File: config.mk
export PLATFORM = sky130hd
export DESIGN_NAME = sha256_block_compress_core
export DESIGN_NICKNAME = d
export VERILOG_FILES = /design/src/rtl/sha256c_pkg.sv /design/src/rtl/sha256_block_compress_core.sv /design/src/rtl/sha256c_sched.sv /design/src/rtl/sha256c_round.sv
export VERILOG_INCLUDE_DIRS = /design/src /design/src/rtl
export SDC_FILE = /design/constraint.sdc
export NUM_CORES = 2
export LEC_CHECK = 0
export BUFFER_PORTS_ARGS = -buffer_cell sky130_fd_sc_hd__buf_2
export CAP_MARGIN = 20
export CORE_UTILIZATION = 30
export CTS_CLUSTER_SIZE = 25
export DETAILED_ROUTE_END_ITERATION = 16
export GPL_TIMING_DRIVEN = 0
export SLEW_MARGIN = 20
export SYNTH_ARGS = -nofsm -noshare
export SYNTH_HDL_FRONTEND = slang
export SYNTH_HIERARCHICAL = 1
export SYNTH_SLANG_ARGS = --single-unit
File: constraint.sdc
create_clock -name clk -period 10.7 [get_ports clk]
set_input_delay 0.535 -clock clk [delete_from_list [all_inputs] [get_ports clk]]
set_output_delay 0.535 -clock clk [all_outputs]
set_load 0.02 [all_outputs]
File: src/rtl/sha256_block_compress_core_macros.svh
// Assertion macros for the SHA-256 compression core RTL.
// Included by the top-level core for its checks; no other dependencies.
`ifndef SHA256_BLOCK_COMPRESS_CORE_MACROS_SVH
`define SHA256_BLOCK_COMPRESS_CORE_MACROS_SVH

`ifndef SYNTHESIS
// same-cycle implication, disabled while reset is asserted
`define SHA_ASSERT_IMP(lbl, clk, rstn, ante, cons, msg) \
	lbl: assert property (@(posedge clk) disable iff (!(rstn)) (ante) |-> (cons)) \
		else $error(msg);
// next-cycle implication, disabled while reset is asserted
`define SHA_ASSERT_NXT(lbl, clk, rstn, ante, cons, msg) \
	lbl: assert property (@(posedge clk) disable iff (!(rstn)) (ante) |=> (cons)) \
		else $error(msg);
`else
`define SHA_ASSERT_IMP(lbl, clk, rstn, ante, cons, msg)
`define SHA_ASSERT_NXT(lbl, clk, rstn, ante, cons, msg)
`endif

`endif

File: src/rtl/sha256c_pkg.sv
// Types, constants and bit functions for the SHA-256 compression core.
// No dependencies; imported by every module of the core.
`timescale 1ns / 1ps

package sha256c_pkg;

	localparam int ROUNDS = 64;
	localparam int RND_W  = $clog2(ROUNDS);

	// a..h, index 0 is a
	typedef logic [7:0][31:0] vars_t;

	// control for the message schedule window
	typedef struct packed {
		logic load;   // shift in one message word
		logic shift;  // advance one round, append expanded word
	} sched_ctl_t;

	localparam logic [31:0] IV_TABLE [8] = '{
		32'h6a09e667, 32'hbb67ae85, 32'h3c6ef372, 32'ha54ff53a,
		32'h510e527f, 32'h9b05688c, 32'h1f83d9ab, 32'h5be0cd19
	};

	localparam logic [31:0] K_TABLE [64] = '{
		32'h428a2f98, 32'h71374491, 32'hb5c0fbcf, 32'he9b5dba5,
		32'h3956c25b, 32'h59f111f1, 32'h923f82a4, 32'hab1c5ed5,
		32'hd807aa98, 32'h12835b01, 32'h243185be, 32'h550c7dc3,
		32'h72be5d74, 32'h80deb1fe, 32'h9bdc06a7, 32'hc19bf174,
		32'he49b69c1, 32'hefbe4786, 32'h0fc19dc6, 32'h240ca1cc,
		32'h2de92c6f, 32'h4a7484aa, 32'h5cb0a9dc, 32'h76f988da,
		32'h983e5152, 32'ha831c66d, 32'hb00327c8, 32'hbf597fc7,
		32'hc6e00bf3, 32'hd5a79147, 32'h06ca6351, 32'h14292967,
		32'h27b70a85, 32'h2e1b2138, 32'h4d2c6dfc, 32'h53380d13,
		32'h650a7354, 32'h766a0abb, 32'h81c2c92e, 32'h92722c85,
		32'ha2bfe8a1, 32'ha81a664b, 32'hc24b8b70, 32'hc76c51a3,
		32'hd192e819, 32'hd6990624, 32'hf40e3585, 32'h106aa070,
		32'h19a4c116, 32'h1e376c08, 32'h2748774c, 32'h34b0bcb5,
		32'h391c0cb3, 32'h4ed8aa4a, 32'h5b9cca4f, 32'h682e6ff3,
		32'h748f82ee, 32'h78a5636f, 32'h84c87814, 32'h8cc70208,
		32'h90befffa, 32'ha4506ceb, 32'hbef9a3f7, 32'hc67178f2
	};

	function automatic logic [31:0] rotr(input logic [31:0] x, input int n);
		return (x >> n) | (x << (32 - n));
	endfunction

	function automatic logic [31:0] big_sigma0(input logic [31:0] x);
		return rotr(x, 2) ^ rotr(x, 13) ^ rotr(x, 22);
	endfunction

	function automatic logic [31:0] big_sigma1(input logic [31:0] x);
		return rotr(x, 6) ^ rotr(x, 11) ^ rotr(x, 25);
	endfunction

	function automatic logic [31:0] small_sigma0(input logic [31:0] x);
		return rotr(x, 7) ^ rotr(x, 18) ^ (x >> 3);
	endfunction

	function automatic logic [31:0] small_sigma1(input logic [31:0] x);
		return rotr(x, 17) ^ rotr(x, 19) ^ (x >> 10);
	endfunction

endpackage

File: src/rtl/sha256_block_compress_core.sv
// Top level of the SHA-256 block compression core: sequencer, chaining value.
// Depends on sha256c_pkg, sha256c_sched, sha256c_round and the macro header.
`timescale 1ns / 1ps

// Usage:
//   Message channel (msg_valid / msg_stall): one big-endian 32-bit word of an
//   already padded message per transfer, sixteen per 512-bit block. Set
//   new_message on a block's first word to restart from the initial hash;
//   set final_block on a block's sixteenth word to get the digest afterwards.
//   Digest channel (digest_valid / digest_stall): after a final block, eight
//   transfers of digest_word with digest_index 0..7; last_word marks index 7.
//   Timing: the sixteen words of a block load at one per cycle. The sixteenth
//   transfer starts 64 rounds on the single round unit, one per cycle, then
//   the add state folds the result into the chaining value. A final block
//   then delivers its digest as eight word transfers.
//   msg_stall is high during rounds, the add state and digest delivery.
//   A stalled digest word holds; the core waits until all eight are taken.
//   Reset loads the initial hash as chaining value and empties the block.
module sha256_block_compress_core (
	input  logic        clk,
	input  logic        arst_n,
	input  logic        msg_valid,
	output logic        msg_stall,
	input  logic [31:0] msg_word,
	input  logic        new_message,
	input  logic        final_block,
	output logic        digest_valid,
	input  logic        digest_stall,
	output logic [31:0] digest_word,
	output logic [2:0]  digest_index,
	output logic        last_word
);
	import sha256c_pkg::*;

`include "sha256_block_compress_core_macros.svh"

	localparam logic [1:0] ST_LOAD  = 2'd0;
	localparam logic [1:0] ST_ROUND = 2'd1;
	localparam logic [1:0] ST_ADD   = 2'd2;
	localparam logic [1:0] ST_OUT   = 2'd3;

	logic [1:0]       state_q;
	logic [3:0]       wcnt_q;
	logic [RND_W-1:0] rnd_q;
	logic [2:0]       oidx_q;
	logic             final_q;
	vars_t            cv_q;
	vars_t            wv_q;
	vars_t            wv_next;
	logic [31:0]      w_cur;
	sched_ctl_t       sched_ctl;
	logic             in_xfer;
	logic             out_xfer;

	assign msg_stall    = (state_q != ST_LOAD);
	assign in_xfer      = msg_valid && !msg_stall;
	assign digest_valid = (state_q == ST_OUT);
	assign out_xfer     = digest_valid && !digest_stall;
	assign digest_word  = cv_q[oidx_q];
	assign digest_index = oidx_q;
	assign last_word    = (oidx_q == 3'd7);

	assign sched_ctl.load  = in_xfer;
	assign sched_ctl.shift = (state_q == ST_ROUND);

	sha256c_sched u_sched (
		.clk   (clk),
		.ctl   (sched_ctl),
		.word  (msg_word),
		.w_cur (w_cur)
	);

	sha256c_round u_round (
		.cur (wv_q),
		.w   (w_cur),
		.k   (K_TABLE[rnd_q]),
		.nxt (wv_next)
	);

	// sequencer: load words, run rounds, fold into chaining value, emit digest
	always_ff @(posedge clk or negedge arst_n) begin
		if (!arst_n) begin
			state_q <= ST_LOAD;
			wcnt_q  <= '0;
			rnd_q   <= '0;
			oidx_q  <= '0;
			final_q <= 1'b0;
		end else begin
			unique case (state_q)
				ST_LOAD: begin
					if (in_xfer) begin
						wcnt_q <= wcnt_q + 4'd1;
						if (wcnt_q == 4'd15) begin
							final_q <= final_block;
							rnd_q   <= '0;
							state_q <= ST_ROUND;
						end
					end
				end
				ST_ROUND: begin
					rnd_q <= rnd_q + RND_W'(1);
					if (rnd_q == RND_W'(ROUNDS - 1)) begin
						state_q <= ST_ADD;
					end
				end
				ST_ADD: begin
					oidx_q  <= '0;
					state_q <= final_q ? ST_OUT : ST_LOAD;
				end
				ST_OUT: begin
					if (out_xfer) begin
						oidx_q <= oidx_q + 3'd1;
						if (oidx_q == 3'd7) begin
							state_q <= ST_LOAD;
						end
					end
				end
				default: state_q <= ST_LOAD;
			endcase
		end
	end

	// chaining value: reload on a new message, accumulate after the rounds
	always_ff @(posedge clk or negedge arst_n) begin
		if (!arst_n) begin
			for (int i = 0; i < 8; i++) begin
				cv_q[i] <= IV_TABLE[i];
			end
		end else if (in_xfer && (wcnt_q == 4'd0) && new_message) begin
			for (int i = 0; i < 8; i++) begin
				cv_q[i] <= IV_TABLE[i];
			end
		end else if (state_q == ST_ADD) begin
			for (int i = 0; i < 8; i++) begin
				cv_q[i] <= cv_q[i] + wv_q[i];
			end
		end
	end

	// working variables: seed from the chaining value, then advance per round
	always_ff @(posedge clk) begin
		if (in_xfer && (wcnt_q == 4'd15)) begin
			wv_q <= cv_q;
		end else if (state_q == ST_ROUND) begin
			wv_q <= wv_next;
		end
	end

	`SHA_ASSERT_NXT(a_block_starts_rounds, clk, arst_n, in_xfer && (wcnt_q == 4'd15), (state_q == ST_ROUND) && (rnd_q == '0), "sixteenth word did not start the rounds")
	`SHA_ASSERT_NXT(a_rounds_end_in_add, clk, arst_n, (state_q == ST_ROUND) && (rnd_q == RND_W'(ROUNDS - 1)), state_q == ST_ADD, "last round not followed by add")
	`SHA_ASSERT_IMP(a_out_block_aligned, clk, arst_n, digest_valid, (wcnt_q == 4'd0) && final_q, "digest emitted inside a block")
	`SHA_ASSERT_NXT(a_digest_ends, clk, arst_n, out_xfer && last_word, !digest_valid && !msg_stall, "digest runs past its last word")

endmodule

File: src/rtl/sha256c_sched.sv
// Rolling sixteen-word message schedule window for the SHA-256 core.
// Depends on sha256c_pkg for the sigma functions and control struct.
`timescale 1ns / 1ps

module sha256c_sched (
	input  logic                   clk,
	input  sha256c_pkg::sched_ctl_t ctl,
	input  logic [31:0]            word,
	output logic [31:0]            w_cur
);
	import sha256c_pkg::*;

	// slot 0 holds the word of the current round, slot 15 the newest
	logic [15:0][31:0] win_q;
	logic [31:0]       w_next;

	// expand W[t+16] from the window
	assign w_next = small_sigma1(win_q[14]) + win_q[9] + small_sigma0(win_q[1]) + win_q[0];
	assign w_cur  = win_q[0];

	// shift in a message word, or advance one round
	always_ff @(posedge clk) begin
		if (ctl.load) begin
			win_q <= {word, win_q[15:1]};
		end else if (ctl.shift) begin
			win_q <= {w_next, win_q[15:1]};
		end
	end

endmodule

File: src/rtl/sha256c_round.sv
// One SHA-256 round: compression of a..h with one schedule word and constant.
// Depends on sha256c_pkg for the working variable type and sigma functions.
`timescale 1ns / 1ps

module sha256c_round (
	input  sha256c_pkg::vars_t cur,
	input  logic [31:0]        w,
	input  logic [31:0]        k,
	output sha256c_pkg::vars_t nxt
);
	import sha256c_pkg::*;

	logic [31:0] ch;
	logic [31:0] maj;
	logic [31:0] t1;
	logic [31:0] t2;

	// choose and majority
	assign ch  = (cur[4] & cur[5]) ^ (~cur[4] & cur[6]);
	assign maj = (cur[0] & cur[1]) ^ (cur[0] & cur[2]) ^ (cur[1] & cur[2]);

	// round temporaries
	assign t1 = cur[7] + big_sigma1(cur[4]) + ch + k + w;
	assign t2 = big_sigma0(cur[0]) + maj;

	// rotate the working variables
	assign nxt[0] = t1 + t2;
	assign nxt[1] = cur[0];
	assign nxt[2] = cur[1];
	assign nxt[3] = cur[2];
	assign nxt[4] = cur[3] + t1;
	assign nxt[5] = cur[4];
	assign nxt[6] = cur[5];
	assign nxt[7] = cur[6];

endmodule

**Word-level counts from Yosys, hierarchy flattened**

Memory sizes are Yosys's and may differ from the RTL's.
Cells that the tools add are included.

- Register bits: 1040
- ROM bits: 2048
- Output and inout port bits: 38
- Word-level logic and storage cells: 142
- Memories: 1

- Add/sub/neg operators: 21
- Magnitude comparators: 2
- Equality and inequality tests: 11
- Muxes and demuxes: 22
- Bitwise operators: 28
- Reduce and logical (&&, ||, !) cells: 20

Memory list:

| name | depth | width | rd ports | clocked after memory_dff | write ports | line | source |
|---|---|---|---|---|---|---|---|
| (name not given) | 64 | 32 | 1 | 0 | 0 | sha256_block_compress_core.sv:76 | `.k (K_TABLE[rnd_q]),` |

Operators by type and width:

| cell | count |
|---|---|
| 2-to-1 mux 256 bit | 4 |
| 2-to-1 mux 512 bit | 2 |
| adder 32 bit | 18 |
| XOR 32 bit | 9 |
| AND 32 bit | 5 |
| binary-select mux 32 bit (select 3 bit) | 1 |
| 2-to-1 mux 32 bit | 3 |
| NOT 32 bit | 1 |
| OR 10 x 32 -> 32 bit | 1 |
| OR 13 x 32 -> 32 bit | 1 |
| OR 14 x 32 -> 32 bit | 1 |
| OR 15 x 32 -> 32 bit | 1 |
| OR 19 x 32 -> 32 bit | 1 |
| OR 21 x 32 -> 32 bit | 1 |
| OR 25 x 32 -> 32 bit | 1 |
| OR 26 x 32 -> 32 bit | 1 |
| OR 30 x 32 -> 32 bit | 1 |
| OR 7 x 32 -> 32 bit | 1 |
| XOR 32 x 22 -> 32 bit | 1 |
| XOR 32 x 29 -> 32 bit | 1 |
| 2-to-1 mux 2 bit | 6 |
| 2-to-1 mux 6 bit | 2 |
| one-hot mux 6 bit (2 select lines) | 1 |
| nonzero test 2 bit | 6 |
| other kinds (23) | 34 |

**Depth between registers and ports, before layout**

- Depth in word-level cells: 10
- Gate-level depth with buffers: 41
- Depth with buffers taken out: 37

**Hierarchy**

The synthesis kept the hierarchy.

Modules (own cells, without submodules):

| module | instances | cells an instance | area each (sq um) |
|---|---|---|---|
| sha256_block_compress_core | 1 | 4335 | 37637.3 |
| sha256c_sched | 1 | 1140 | 20389.6 |
| sha256c_round | 1 | 1375 | 11138.2 |

**Worst setup path after synthesis**

No wires, ideal clock.

- Kind: reg-to-reg
- Start point: reg state_q[1]
- End point: reg u_sched.win_q (netlist bit u_sched/w_cur[0]) (enable)
- Library setup time: 0.668 ns
- Arrival time: 7.850 ns
- Slack: 2.182 ns
- Stages on the path, launching flop included: 7
- Path buffers: 3
- Clock period less this slack: 8.518 ns
- Cells stage by stage: dfrtp_1 > or2_2 > clkbuf_1 > nor2_1 > clkbuf_8 > clkbuf_1 > or2_2

- Cells in the longest elaborated chain, start to end: 4
- Elaborated cells between the ends (all ways): 5

RTL lines:

| element | line | source |
|---|---|---|
| start: declaration | sha256_block_compress_core.sv:42 | `logic [1:0] state_q;` |
| start signal: assignment | sha256_block_compress_core.sv:108 | `state_q <= final_q ? ST_OUT : ST_LOAD;` |
| nonzero test 2 bit | sha256_block_compress_core.sv:55 | `assign msg_stall = (state_q != ST_LOAD);` |
| via msg_stall | sha256_block_compress_core.sv:23 | `output logic msg_stall,` |
| zero test 1 bit | sha256_block_compress_core.sv:56 | `assign in_xfer = msg_valid && !msg_stall;` |
| logical AND 1 bit | sha256_block_compress_core.sv:56 |  |
| via in_xfer | sha256_block_compress_core.sv:52 | `logic in_xfer;` |
| nonzero test 2 bit (no line) | - |  |
| end signal: assignment | sha256c_sched.sv:24 | `win_q <= {word, win_q[15:1]};` |
| end signal: assignment | sha256c_sched.sv:26 | `win_q <= {w_next, win_q[15:1]};` |
| end: declaration | sha256c_sched.sv:14 | `logic [15:0][31:0] win_q;` |

The timed path passes the listed nets, and every way through them passes these cells.
A chain may end at the register's enable or synchronous reset.

==> qor.csv <==
stage,metric,value,unit
yosys,synth_top_flop_cell,edfxtp_1,
yosys,synth_warnings,6,
yosys,synth-edff-count,768,
die,boundaryPins,76,
worst_setup_path,cp_slowest_cell,nor4b_1,
die,core-area,228000,um^2
cts,cts_buffers,119,
routing,drc_errors,0,
grt,grt_max_degree,62,
routing,routed_wl,260000,um
die,die_area,232000,um^2
timing,max_freq,94.1,MHz
yosys,synthCells,6850,
run_status,status,completed,
cells_and_area,syn2layout_area_growth,13.2,%
worst_setup_path,crit_arrival,11.18,ns
timing,worstMarginPinSlew,1.22,ns
worst_setup_path,required,11.25,ns
placed_design,gp_congestion,0.985,
run,maxCapViolations,0,
yosys,synth_area_leaders,"edfxtp_1, ha_1, nand2_1",
routing,final_antenna_net_count,0,
grt,antenna_found_initial,7,
grt,track_usage,0.220,
grt,gr-total-overflow,0,
min_path,whs_path_depth,2,
cts,cts_num_sinks,1040,
timing,fin_setup_tns,0,ns
cts,cts_tree,built,
placed_design,dpl_worst_slack,-0.764,ns
grt,grt_pass1_wl,372000,um
routing,via_per_inst,5.35,
yosys,async_reset_ff_frac,0.262,
cts,clock-root-buffer,clkbuf_16,
cells_and_area,final_layout_size_suffix_gt1_frac,0.120,
yosys,ys_types,119,
routing,first_pass_iters,8,
yosys,synth.top_cell.area_share,0.333,
timing,slew_viol_final,0,
yosys,avgSynthCellArea,10.1,um^2
die,start_util,0.303,
timing,finalHoldViolations,0,
yosys,yosysTopAreaCell,edfxtp_1,
timing,max_slew_margin,0.173,
worst_setup_path,start_kind,flip-flop,
timing,fin_skew,0.0608,ns
worst_setup_path,path_max_fanout,10,
timing,setup_violations,0,
cts,clk_pin_slew,0.06,ns
die,die_h,482,um
routing,vias,54700,
placed_design,dp.final_hpwl,205000,um
worst_setup_path,critPathCaptureType,flip-flop,
timing,layout_setup_ws,0.0714,ns
cells_and_area,final_nets,7718,
routing,wl_per_cell,25.5,um
timing,fin_crit_sh,0.993,
worst_setup_path,ff2ff_path_depth,34,
placed_design,portBuffers,75,
yosys,ys_seq_area_frac,0.434,
worst_setup_path,crit_type,reg2reg,
grt,grt_pass1_vias,51700,
min_path,hold_class,in2reg,
cts,clockBufferDepth,3,
die,die_w,482,um
timing,min_period,10.63,ns
die,rows,175,
worst_setup_path,slowest_delay,1.03,ns
worst_setup_path,path_common_cell,nand2_1,
timing,rsz0062_at_grt,no,
yosys,ys_seq_elements,1040,
cts,htree_num_levels,3,
yosys,synth_nets,7476,
yosys,syn-cell-area,69200,um^2
routing,first_iter_violations,6270,
cts,clk_latency,0.81,ns
[Yosys cell counts, types with 69 or more instances]
library cell and instances:
nand3_1 98, o21ai_1 76, nor2_1 341, nand2_1 1229, ha_1 393, fa_1 195
clkbuf_1 233, mux4_2 69, a21o_1 223, o21ai_0 323, dfstp_2 136, xor2_1 217
inv_1 401, dfrtp_1 136, xnor2_1 369, edfxtp_1 768, a21oi_1 498, buf_4 226
[what timing repair did]
action,in CTS,in global routing
gates cloned,0,0
buffers inserted,3,0
hold buffers,18,0
gates resized for setup,5,14
endpoints found under the setup margin,18,9
endpoints found under the hold margin,52,0
[metal layers]
metal	share of wire	GRT usage	routed length [um]	vias up
li1	-	-	-	24400
met1	0.45	0.315	116000	27300
met2	0.43	0.333	113000	2577
met3	0.083	0.0379	21700	394
met4	0.035	0.0764	9120	0
met5	0	0	0	-
[per-stage QoR]
| step | hold WS (ns) | utilization | area (um^2) | cells |
|---|---|---|---|---|
| global route | 0.0311 | 0.343 | 78300 | 10200 |
| floorplan | 0.239 | - | 69200 | 6850 |
| detailed placement | 0.405 | 0.324 | 74000 | 9960 |
| finish | 0.0487 | 0.343 | 78300 | 10200 |
| CTS | 0.000601 | 0.343 | 78200 | 10200 |
| global placement | 0.400 | 0.321 | 73300 | 9934 |
[layout make-up]
type                            instances  area [um^2]
Sequential cell                      1040        30000
Buffer                                483         2730
Timing Repair Buffer                  123         1230
Inverter                              404         1520
Tap cell                             3009         3760
Clock inverter                         73          858
Multi-Input combinational cell       4921        35000
Clock buffer                          151         3180
Antenna cell                            7         17.5
Fill cell                           23200       150000
[path summary, 6_finish.rpt]
path                                   start                 end  slack (ns)
setup / recovery                    rnd_q[1]           wv_q[158]        0.07
hold / removal                  msg_word[26]  u_sched/win_q[506]        0.05
setup reg to reg                    rnd_q[1]           wv_q[158]        0.07
hold reg to reg            u_sched/win_q[74]   u_sched/win_q[42]        0.39
max in group asynchronous             arst_n           cv_q[200]        9.16
min in group asynchronous             arst_n     digest_index[2]        0.27
[registers in the layout, summed over array words and instances (netlist names)]
signal / cells
u_sched/win_q: 480
cv_q: 256
wv_q: 256
u_sched/w_cur: 32
rnd_q: 6
wcnt_q: 4
digest_index: 3
state_q: 2
final_q: 1
[worst max-delay path, delay by kind of cell (launching register included)]
family	cells	cell delay, ns
DFF	1	0.57
xor gates and xnor gates	1	0.51
adders and majority gates	6	2.33
AOI/OAI and AO/OA	13	3.20
buffers and inverters	6	1.45
and+or+nand+nor	8	2.31
[kinds of logic (layout without fill, tap and decap cells)]
kind of cell / after synthesis / count (layout) / synth area share
AOI/OAI and AO/OA: 1615 / 1615 / 0.149
buffers and inverters: 889 / 1234 / 0.0609
adders and majority gates: 590 / 590 / 0.128
muxes: 121 / 121 / 0.0304
xor gates and xnor gates: 587 / 587 / 0.0745
other: 0 / 7 / 0
and+or+nand+nor: 2008 / 2008 / 0.123
DFF: 1040 / 1040 / 0.434
[layout by cell type, fill, tap and decap left out, types with 33 or more instances in the layout]
cell type	synthesis	final
nand2_1	1229	1228
edfxtp_1	768	768
a21oi_1	498	498
inv_1	401	400
ha_1	393	393
xnor2_1	369	366
nor2_1	341	339
o21ai_0	323	319
buf_4	226	230
clkbuf_1	233	229
a21o_1	223	223
xor2_1	217	216
fa_1	195	195
dfstp_2	136	136
dfrtp_1	136	136
clkbuf_16	0	119
nand3_1	98	98
o21ai_1	76	80
buf_2	0	77
mux4_2	69	69
nor3_1	62	62
nand2b_1	59	58
a31oi_1	58	58
nor2b_1	48	48
o21a_1	46	46
o21bai_1	46	46
a211oi_1	46	45
nand4_1	40	40
mux2i_1	34	34
o211ai_1	33	33
Power is not shown: default switching activity piles up to over one toggle a cycle in this logic, so the estimate is an artifact.
